--- config.mk ---
export PLATFORM = sky130hd
export DESIGN_NAME = xxh_front
export DESIGN_NICKNAME = d
export VERILOG_FILES = /design/src/rtl/core/xxh_pkg.sv /design/src/rtl/core/xxh_front.sv
export SDC_FILE = /design/constraint.sdc
export NUM_CORES = 1
export LEC_CHECK = 0
export BUFFER_PORTS_ARGS = -buffer_cell sky130_fd_sc_hd__buf_2
export CAP_MARGIN = 40
export CORE_UTILIZATION = 35
export DETAILED_ROUTE_END_ITERATION = 8
export PLACE_DENSITY_LB_ADDON = 0.3
export SLEW_MARGIN = 20
export SYNTH_ARGS = -nofsm -noshare
export SYNTH_HDL_FRONTEND = slang
export SYNTH_SLANG_ARGS = --single-unit
--- constraint.sdc ---
create_clock -name clock -period 6.6 [get_ports clock]
set_input_delay 0.66 -clock clock [delete_from_list [all_inputs] [get_ports clock]]
set_output_delay 0.66 -clock clock [all_outputs]
set_load 0.01 [all_outputs]
--- src/rtl/core/xxh_pkg.sv ---
package xxh_pkg;

   localparam logic [63:0] PRIME1 = 64'd11400714785074694791;
   localparam logic [63:0] PRIME2 = 64'd14029467366897019727;
   localparam logic [63:0] PRIME3 = 64'd1609587929392839161;
   localparam logic [63:0] PRIME4 = 64'd9650029242287828579;
   localparam logic [63:0] PRIME5 = 64'd2870177450012600261;

   // one queued beat between front and back
   typedef struct packed {
      logic [63:0] word;
      logic [3:0]  cnt;   // clamped to 0..8, 8 for non-last beats
      logic        last;
   } beat_type;

   typedef enum logic [3:0] {
      ST_IDLE, ST_LANE, ST_CONV, ST_MERGE, ST_TAILW, ST_LASTW,
      ST_TAIL4, ST_TAIL1, ST_AVAL, ST_OUT
   } state_type;

   function automatic logic [63:0] rotl(input logic [63:0] v, input logic [5:0] n);
      logic [127:0] d;
      d = {v, v} << n;
      return d[127:64];
   endfunction

endpackage

--- src/rtl/core/xxh_front.sv ---
// Classify beats and queue them for the back end.
module xxh_front (
   input  logic               clock,
   input  logic               reset,
   input  logic               flush,
   input  logic               req_push,
   output logic               req_full,
   input  logic [63:0]        req_data_word,
   input  logic [3:0]         req_byte_count,
   input  logic               req_last_word,
   output logic               q_valid,
   output xxh_pkg::beat_type  q_beat,
   input  logic               q_take
);
   xxh_pkg::beat_type q_mem_ff [2];
   logic              wr_ptr_ff, wr_ptr_in, rd_ptr_ff, rd_ptr_in;
   logic [1:0]        count_ff, count_in;
   xxh_pkg::beat_type beat;
   logic              do_push, do_pop;

   // clamp count; non-last beats always carry eight bytes
   always_comb begin
      beat.word = req_data_word;
      beat.last = req_last_word;
      if (!req_last_word || req_byte_count > 4'd8) beat.cnt = 4'd8;
      else beat.cnt = req_byte_count;
   end

   assign req_full = (count_ff == 2'd2) || flush;
   assign do_push  = req_push && !req_full;
   assign q_valid  = (count_ff != 2'd0);
   assign do_pop   = q_take && q_valid;
   assign q_beat   = q_mem_ff[rd_ptr_ff];

   always_comb begin
      wr_ptr_in = wr_ptr_ff ^ do_push;
      rd_ptr_in = rd_ptr_ff ^ do_pop;
      count_in  = count_ff + {1'b0, do_push} - {1'b0, do_pop};
   end

   always_ff @(posedge clock) begin
      if (reset) begin
         wr_ptr_ff <= 1'b0;
         rd_ptr_ff <= 1'b0;
         count_ff  <= 2'd0;
      end else begin
         wr_ptr_ff <= wr_ptr_in;
         rd_ptr_ff <= rd_ptr_in;
         count_ff  <= count_in;
      end
   end

   // store the beat
   always_ff @(posedge clock) begin
      if (do_push) q_mem_ff[wr_ptr_ff] <= beat;
   end
endmodule

After elaboration in Yosys (flattened, before gate mapping) --
Memories as Yosys holds them, arrays and structs flattened. A register that Yosys moved wholly into a read port is not among the register bits. Index checks and enable logic that the tools add are counted.
Operators by class: divide/modulo/power cells 0, bitwise operators 2, $lt $le $gt $ge 1, equality and inequality tests 1, $mul 0, mux-type cells 4, reductions and logical operators 7, shifts and indexed selects 0, add/subtract/negate cells 2
Operator list (number):
- $gt A4 B4 Y1 const B | 1
- $mux W4 | 1
- $mux W1 | 3
- $add A2 B1 Y2 | 1
- $eq A2 B2 Y1 const B | 1
- $logic_and A1 B1 Y1 | 2
- $logic_not A1 Y1 | 2
- $logic_or A1 B1 Y1 | 2
- $reduce_bool A2 Y1 | 1
- $sub A2 B1 Y2 | 1
- $xor A1 B1 Y1 | 2
Storage, ports and cells: bits in read-only memories 0, register bits after elaboration 4, memory bits (writable) 138, word-level logic and storage cells 21, memories 1, input bits 74, bits in latches 0, output and inout port bits 71
Memories:
- q_mem_ff | words 2, bits a word 69, rd ports 1, clocked after Yosys merged registers in 1, write ports 1, RTL line xxh_front.sv:15 | xxh_pkg::beat_type q_mem_ff [2];

Depth between registers and ports, before layout --
Gate-level depths: netlist of the first run.
depth after elaboration 6, depth in mapped cells 7, depth with buffers taken out 7

Worst setup path before layout of the first run --
OpenSTA, ideal clock, no wires.
path type in2reg, from input port flush, to memory q_mem_ff[1][0] (netlist name), enable pin, arrival 2555 ps, buffers on the path 0, setup slack 3610 ps, cell stages on the path 3, required time 6165 ps, cells stage by stage inv_1 o211a_1 ha_1
Between the ends: word-level cells in the longest chain between the ends 5
RTL lines:
- from (decl) | RTL line xxh_front.sv:5 | input logic flush,
- $logic_or A1 B1 Y1 | RTL line xxh_front.sv:29 | assign req_full = (count_ff == 2'd2) || flush;
- $logic_not A1 Y1 | RTL line xxh_front.sv:30 | assign do_push = req_push && !req_full;
- $logic_and A1 B1 Y1 | RTL line xxh_front.sv:30
- $mux W1 | RTL line xxh_front.sv:55 | if (do_push) q_mem_ff[wr_ptr_ff] <= beat;
- $mux W1 (not written as such) | RTL line xxh_front.sv:55
- to (decl) | RTL line xxh_front.sv:15
No other way between the ends.

==> metrics.txt, run 1 <==
# TYPE chip_impl_metric gauge
chip_impl_info{name="outcome",value="complete, but fails checks"} 1
chip_impl_info{name="violations",value="DRC"} 1
chip_impl_metric{name="grt_pass1_vias",unit=""} 2902
chip_impl_metric{name="timing.final.max_slew_violations",unit=""} 0
chip_impl_metric{name="fin_worst_skew",unit="ns"} 0.007225
chip_impl_metric{name="finish.utilization",unit="%"} 46.55
chip_impl_info{name="mostFrequentLayoutCell",value="sky130_fd_sc_hd__buf_2"} 1
chip_impl_metric{name="synthesis.yosys.warnings",unit=""} 0
chip_impl_metric{name="detail_route.wirelength",unit="um"} 8951
chip_impl_metric{name="grt_antenna_before_repair",unit=""} 0
chip_impl_metric{name="slowest_delay",unit="ns"} 0.63
chip_impl_metric{name="routedWlPerCell",unit="um"} 14.94
chip_impl_metric{name="floorplan.rows",unit=""} 44
chip_impl_metric{name="rr_worst_depth",unit=""} 4
chip_impl_metric{name="yosys.area_share.simple",unit="%"} 1.043
chip_impl_metric{name="first_iteration_detailed_routing_drc_count",unit=""} 137
chip_impl_metric{name="post_cts_hold_buffer_count",unit=""} 0
chip_impl_metric{name="cts.reportedPaths.clkPinSlew",unit="ns"} 0.06
chip_impl_metric{name="synth-xor-area-share",unit="%"} 0.4266
chip_impl_metric{name="timing.final.hold_violations",unit=""} 0
chip_impl_metric{name="synth_fp_nets",unit=""} 322
chip_impl_metric{name="pin_count_of_the_biggest_net_entering_global_routing",unit=""} 46
chip_impl_metric{name="report.final.setup_viol",unit=""} 0
chip_impl_metric{name="post_synth_fa_ha_maj_area_fraction",unit="%"} 0.9481
chip_impl_metric{name="vias_per_cell",unit=""} 4.489
chip_impl_metric{name="worst_ir_drop_vdd",unit="mV"} 0.1551
chip_impl_info{name="rsz0062_at_grt",value="no"} 1
chip_impl_info{name="final_cell_mix",value="sky130_fd_sc_hd__buf_2, sky130_fd_sc_hd__edfxtp_1, sky130_fd_sc_hd__mux2_2"} 1
chip_impl_metric{name="max-cap-violations",unit=""} 0
chip_impl_metric{name="grt_util_all_layers",unit="%"} 12.59
chip_impl_info{name="holdPathEnd",value="q_mem_ff[0][17]"} 1
chip_impl_info{name="netlist_top_cells_area",value="sky130_fd_sc_hd__edfxtp_1, sky130_fd_sc_hd__mux2_2, sky130_fd_sc_hd__buf_6"} 1
chip_impl_metric{name="holdWs",unit="ns"} 0.4344
chip_impl_metric{name="worst-r2r-setup-slack",unit="ns"} 4.81
chip_impl_metric{name="vias",unit=""} 2689
chip_impl_info{name="hold_path_class",value="input pin to flip-flop"} 1
chip_impl_metric{name="io_pins",unit=""} 145
chip_impl_metric{name="gp_routability_congestion",unit=""} 0.6483
chip_impl_info{name="crit_reg_reg_endpoint",value="q_mem_ff[0][55]"} 1
chip_impl_info{name="timing.critical_path.slowest_stage_cell",value="sky130_fd_sc_hd__dfxtp_4"} 1
chip_impl_metric{name="core_region_area",unit="mm^2"} 0.01464
chip_impl_metric{name="numCtsBuffers",unit=""} 17
chip_impl_metric{name="synthesis.instances",unit=""} 244
chip_impl_metric{name="grt_overflow",unit=""} 0
chip_impl_metric{name="clock_tree.htree_level_count",unit=""} 4
chip_impl_metric{name="drive_above_1_share",unit="%"} 59.76
chip_impl_info{name="synth_top_area_cell",value="sky130_fd_sc_hd__edfxtp_1"} 1
chip_impl_metric{name="max_clock_freq",unit="GHz"} 0.3919
chip_impl_metric{name="required",unit="ns"} 5.94
chip_impl_metric{name="shortest_period_the_worst_path_allows",unit="ns"} 2.552
chip_impl_metric{name="synthesis.area",unit="mm^2"} 0.005279
chip_impl_metric{name="wire_length_of_the_first_global_routing_pass",unit="um"} 14530
chip_impl_info{name="min_from",value="req_data_word[12]"} 1
chip_impl_metric{name="chipWidth",unit="um"} 124.8
chip_impl_metric{name="yosys.area.top_type_share",unit="%"} 78.50
chip_impl_metric{name="initial_utilization",unit="%"} 36.05
chip_impl_metric{name="flow.area_growth_from_synthesis",unit="%"} 29.13
chip_impl_metric{name="totalNegativeSetupSlack",unit="ns"} 0
chip_impl_metric{name="min_path_cells",unit=""} 1
chip_impl_metric{name="n_fill_cell",unit=""} 1286
chip_impl_info{name="clock-root-buffer",value="sky130_fd_sc_hd__clkbuf_16"} 1
chip_impl_metric{name="cts.repair_timing.setup_buffer_count",unit=""} 0
chip_impl_metric{name="placement.io_buffers",unit=""} 144
chip_impl_metric{name="die-area",unit="mm^2"} 0.01558
chip_impl_metric{name="clock_insertion_delay_worst_skew",unit="ns"} 0.41
chip_impl_info{name="tritoncts",value="built"} 1
chip_impl_info{name="synth_top_family_by_area",value="multiplexers"} 1
chip_impl_metric{name="synth_area_per_cell",unit="um^2"} 21.63
chip_impl_metric{name="synthMuxAreaShare",unit="%"} 14.93
chip_impl_metric{name="synth.ff_latch_count",unit=""} 142
chip_impl_metric{name="route.detailed.drc",unit=""} 20
chip_impl_metric{name="post_cts_resized",unit=""} 0
chip_impl_metric{name="final_area",unit="mm^2"} 0.006817
chip_impl_metric{name="netlist-cell-type-count",unit=""} 15
chip_impl_metric{name="seq_area",unit="mm^2"} 0.004228
chip_impl_metric{name="detail_route.first_pass.iterations",unit=""} 6
chip_impl_metric{name="multi_input_area",unit="um^2"} 970.9
chip_impl_metric{name="die_outline_height",unit="um"} 124.8
chip_impl_metric{name="synth-seq-area-share",unit="%"} 80.02
chip_impl_info{name="setup.worst_path.start_class",value="flip-flop"} 1
chip_impl_metric{name="crit_buf_inv",unit=""} 2
chip_impl_metric{name="worst_slew_margin_rel",unit="%"} 65.78
chip_impl_info{name="critical_path.endpoint_type",value="output pin"} 1
chip_impl_metric{name="power.static_leakage",unit="nW"} 2.528
chip_impl_metric{name="wp_data_arrival",unit="ns"} 1.89
chip_impl_info{name="crit_chain",value="buf_12 -> mux2_2 -> buf_2"} 1
chip_impl_metric{name="timing.critical_path.fanout_max",unit=""} 40
chip_impl_metric{name="slew_at_the_pin_with_the_worst_max_slew_slack",unit="ns"} 0.5133
chip_impl_metric{name="clock-sinks",unit=""} 142
chip_impl_metric{name="synth_compound_gate_area_share",unit="%"} 0.5689
chip_impl_metric{name="ant_nets",unit=""} 0
chip_impl_info{name="critPathTopFamily",value="flip-flops"} 1
chip_impl_metric{name="power_density",unit="mW/mm^2"} 359.7
chip_impl_info{name="worst-setup-path-type",value="flip-flop to output pin"} 1
chip_impl_metric{name="detailed_place_hpwl",unit="um"} 5775
chip_impl_info{name="regToRegStartpoint",value="count_ff[1]"} 1
chip_impl_metric{name="design.final.nets",unit=""} 480
chip_impl_metric{name="post_dp_cell_area",unit="mm^2"} 0.006236
chip_impl_metric{name="insertedDiodeCount",unit=""} 0
chip_impl_metric{name="final_min_period_over_clock_period",unit="%"} 38.66
chip_impl_metric{name="number_of_buffers_between_clock_root_and_the_deepest_sink",unit=""} 2
[cells in the mapped netlist]
master                       n
sky130_fd_sc_hd__buf_6       8
sky130_fd_sc_hd__and2_1      3
sky130_fd_sc_hd__dfxtp_1     4
sky130_fd_sc_hd__ha_1        4
sky130_fd_sc_hd__nor2_1      3
sky130_fd_sc_hd__inv_1       5
sky130_fd_sc_hd__o211a_1     1
sky130_fd_sc_hd__mux2_2     70
sky130_fd_sc_hd__nor2b_1     3
sky130_fd_sc_hd__xnor3_1     1
sky130_fd_sc_hd__o211ai_1    1
sky130_fd_sc_hd__or2_2       1
sky130_fd_sc_hd__o21a_1      1
sky130_fd_sc_hd__o21ai_0     1
sky130_fd_sc_hd__edfxtp_1  138
[through the flow]
| step | setup WS [ns] | power [mW] | std cells |
|---|---|---|---|
| floorplan | 3.610 | 1.398 | 244 |
| global placement | 4.250 | 1.535 | 564 |
| detailed placement | 4.350 | 1.553 | 567 |
| CTS | 3.984 | 2.488 | 599 |
| global route | 3.926 | 2.565 | 599 |
| finish | 4.048 | 2.452 | 599 |
[cell families after synthesis]
family / Yosys count
fa+ha+maj: 4
compound gates: 4
simple gates: 10
xor+xnor: 1
buf+inv: 13
mux: 70
flops: 142
[how the worst max path moves through the flow]
| stage | from | to | cells after the start |
|---|---|---|---|
| 5_1_grt | rd_ptr_ff | q_beat[45] | 3 |
| 3_3_place_gp | flush | q_mem_ff[1][54] | 4 |
| 4_1_cts | rd_ptr_ff | q_beat[44] | 3 |
| 2_1_floorplan | flush | q_mem_ff[1][0] | 3 |
| 6_report | rd_ptr_ff | q_beat[44] | 3 |
| 3_5_place_dp | flush | q_mem_ff[0][25] | 5 |
[state kept, by name (all words and copies together) (netlist names)]
register and cells:
wr_ptr_ff 1, count_ff 2, q_mem_ff 138, rd_ptr_ff 1
[final cells by class]
class	count	area share, %
multi-input combinational	89	14.24
inverter	5	0.2753
tap	184	3.377
clock inverter	13	2.166
timing repair buffer	147	11.56
clock buffer	19	6.351
sequential	142	62.02
[power breakdown]
group	leakage [nW]	switching (mW)	internal [mW]
combinational	0.953	0.199	0.219
sequential	1.30	0.0396	1.06
clock	0.275	0.342	0.588
total	2.53	0.580	1.87
[metal layers]
layer / part of all wire [%] / track usage (%) / up-vias
met4: 2.0 / 6.671 / 0
met1: 43 / 14.49 / 1305
met3: 6.8 / 5.412 / 13
li1: - / - / 1278
met2: 48 / 19.93 / 93
met5: 0 / 0 / -
No activity file was read; power rests on OpenSTA's default activity.
==> inputs of run 2 (changes only) <==
- clock period: 6.6 -> 2.1 ns (I/O delays scaled with it)
==> run 2 against run 1 <==
The flow still finishes with violations (DRC). Hold slack got worse by 0.32 ns. Sequential share of layout area decreased by 5.4 points. Final cell count increased by 11%. Non-clock buffer count increased by 67. Sequential power increased to 3.1 times the previous value. Critical path depth unchanged. Routed wire length increased by 6.4%. Sequential cell count unchanged. Largest cell class unchanged.
==> metrics.txt, run 2 (synthesized netlist as in run 1, its figures left out) <==
# TYPE chip_impl_metric gauge
chip_impl_info{name="outcome",value="complete, but fails checks"} 1
chip_impl_info{name="violations",value="DRC"} 1
chip_impl_metric{name="post_dp_cell_area",unit="mm^2"} 0.006236
chip_impl_metric{name="clock_tree.htree_level_count",unit=""} 4
chip_impl_metric{name="vias_per_cell",unit=""} 4.402
chip_impl_metric{name="detail_route.first_pass.iterations",unit=""} 6
chip_impl_metric{name="max-cap-violations",unit=""} 0
chip_impl_info{name="final_cell_mix",value="sky130_fd_sc_hd__buf_2, sky130_fd_sc_hd__edfxtp_1, sky130_fd_sc_hd__mux2_2"} 1
chip_impl_info{name="critical_path.endpoint_type",value="output pin"} 1
chip_impl_metric{name="die-area",unit="mm^2"} 0.01558
chip_impl_metric{name="worst_slew_margin_rel",unit="%"} 68.87
chip_impl_metric{name="max_clock_freq",unit="GHz"} 0.5160
chip_impl_metric{name="gp_routability_congestion",unit=""} 0.6431
chip_impl_metric{name="detail_route.wirelength",unit="um"} 9528
chip_impl_metric{name="final_min_period_over_clock_period",unit="%"} 92.28
chip_impl_metric{name="route.detailed.drc",unit=""} 20
chip_impl_metric{name="die_outline_height",unit="um"} 124.8
chip_impl_metric{name="crit_buf_inv",unit=""} 2
chip_impl_metric{name="report.final.setup_viol",unit=""} 0
chip_impl_metric{name="grt_pass1_vias",unit=""} 3167
chip_impl_metric{name="timing.critical_path.fanout_max",unit=""} 35
chip_impl_metric{name="flow.area_growth_from_synthesis",unit="%"} 41.50
chip_impl_metric{name="io_pins",unit=""} 145
chip_impl_info{name="worst-setup-path-type",value="flip-flop to output pin"} 1
chip_impl_metric{name="n_fill_cell",unit=""} 1230
chip_impl_metric{name="chipWidth",unit="um"} 124.8
chip_impl_metric{name="first_iteration_detailed_routing_drc_count",unit=""} 127
chip_impl_metric{name="timing.final.max_slew_violations",unit=""} 0
chip_impl_metric{name="grt_overflow",unit=""} 0
chip_impl_metric{name="totalNegativeSetupSlack",unit="ns"} 0
chip_impl_metric{name="numCtsBuffers",unit=""} 17
chip_impl_metric{name="ant_nets",unit=""} 0
chip_impl_metric{name="insertedDiodeCount",unit=""} 0
chip_impl_metric{name="pin_count_of_the_biggest_net_entering_global_routing",unit=""} 70
chip_impl_metric{name="placement.io_buffers",unit=""} 144
chip_impl_metric{name="fin_worst_skew",unit="ns"} 0.004481
chip_impl_metric{name="power_density",unit="mW/mm^2"} 1036
chip_impl_metric{name="grt_antenna_before_repair",unit=""} 0
chip_impl_metric{name="grt_util_all_layers",unit="%"} 12.89
chip_impl_info{name="tritoncts",value="built"} 1
chip_impl_info{name="crit_chain",value="buf_4 -> mux2_2 -> buf_2"} 1
chip_impl_metric{name="design.final.nets",unit=""} 547
chip_impl_metric{name="detailed_place_hpwl",unit="um"} 5600
chip_impl_metric{name="cts.reportedPaths.clkPinSlew",unit="ns"} 0.06
chip_impl_metric{name="post_cts_resized",unit=""} 0
chip_impl_info{name="top_regs",value="q_mem_ff (138), count_ff (2)"} 1
chip_impl_info{name="timing.critical_path.slowest_stage_cell",value="sky130_fd_sc_hd__mux2_2"} 1
chip_impl_metric{name="core_region_area",unit="mm^2"} 0.01464
chip_impl_metric{name="floorplan.rows",unit=""} 44
chip_impl_metric{name="shortest_period_the_worst_path_allows",unit="ns"} 1.938
chip_impl_metric{name="number_of_buffers_between_clock_root_and_the_deepest_sink",unit=""} 2
chip_impl_info{name="critPathTopFamily",value="buffers and inverters"} 1
chip_impl_metric{name="timing.final.hold_violations",unit=""} 0
chip_impl_metric{name="power.static_leakage",unit="nW"} 2.797
chip_impl_info{name="clock-root-buffer",value="sky130_fd_sc_hd__clkbuf_16"} 1
chip_impl_info{name="mostFrequentLayoutCell",value="sky130_fd_sc_hd__buf_2"} 1
chip_impl_metric{name="wp_data_arrival",unit="ns"} 1.73
chip_impl_metric{name="final_area",unit="mm^2"} 0.007470
chip_impl_info{name="setup.worst_path.start_class",value="flip-flop"} 1
chip_impl_metric{name="vias",unit=""} 2932
chip_impl_metric{name="required",unit="ns"} 1.89
chip_impl_metric{name="clock-sinks",unit=""} 142
chip_impl_metric{name="routedWlPerCell",unit="um"} 14.31
chip_impl_metric{name="slowest_delay",unit="ns"} 0.40
chip_impl_info{name="hold_path_class",value="input pin to flip-flop"} 1
chip_impl_metric{name="worst_ir_drop_vdd",unit="mV"} 0.5859
chip_impl_metric{name="wire_length_of_the_first_global_routing_pass",unit="um"} 15130
chip_impl_metric{name="largest_register_ffs",unit=""} 138
chip_impl_metric{name="multi_input_area",unit="um^2"} 970.9
chip_impl_info{name="rsz0062_at_grt",value="no"} 1
chip_impl_metric{name="holdWs",unit="ns"} 0.1121
chip_impl_metric{name="initial_utilization",unit="%"} 36.05
chip_impl_info{name="largest_register",value="q_mem_ff"} 1
chip_impl_metric{name="slew_at_the_pin_with_the_worst_max_slew_slack",unit="ns"} 0.4670
chip_impl_metric{name="clock_insertion_delay_worst_skew",unit="ns"} 0.41
chip_impl_metric{name="drive_above_1_share",unit="%"} 52.70
chip_impl_metric{name="seq_area",unit="mm^2"} 0.004228
run 2: timing repair:
item                                    in CTS  in global routing
endpoints found under the hold margin      133                  0
endpoints found under the setup margin       0                  0
hold buffers                                66                  0
setup buffers                                0                  0
run 2: layout make-up:
class / count / area share [%]
clock buffers: 17 / 5.695
clock inverters: 15 / 1.977
inverters: 5 / 0.2513
multi-input cells: 89 / 13.00
flip-flops and latches: 142 / 56.60
well taps: 184 / 3.082
repair buffers: 214 / 19.40
run 2: final timing paths:
check / cells after the start / startpoint / endpoint / slack (ns)
setup / recovery: 3 / rd_ptr_ff / q_beat[44] / 0.16
hold / removal: 2 / req_byte_count[0] / q_mem_ff[1][1] / 0.11
setup reg to reg: 4 / count_ff[1] / q_mem_ff[0][42] / 0.53
hold reg to reg: 3 / wr_ptr_ff / wr_ptr_ff / 0.64
run 2: power breakdown:
| group | leakage [nW] | switching [mW] | internal [mW] | total (mW) |
|---|---|---|---|---|
| logic | 1.23 | 0.717 | 0.770 | 1.49 |
| clock network | 0.267 | 1.11 | 1.74 | 2.85 |
| registers | 1.30 | 0.0573 | 3.35 | 3.40 |
run 2: routing by layer:
| metal | track usage (%) | up-vias | wire, um |
|---|---|---|---|
| li1 | - | 1409 | - |
| met5 | 0 | - | 0 |
| met1 | 14.52 | 1418 | 4024 |
| met4 | 6.600 | 0 | 199 |
| met2 | 21.81 | 90 | 4758 |
| met3 | 4.296 | 15 | 545 |
run 2: per-stage QoR:
stage	instances	worst slack (ns)	total power, mW	util, %
2_1_floorplan	244	-0.5581	4.395	-
3_3_place_gp	568	0.5779	4.854	42.58
3_5_place_dp	568	0.5523	4.881	42.58
4_1_cts	666	0.1224	7.846	51.01
5_1_grt	666	0.05975	8.066	51.01
6_report	666	0.1622	7.738	51.01
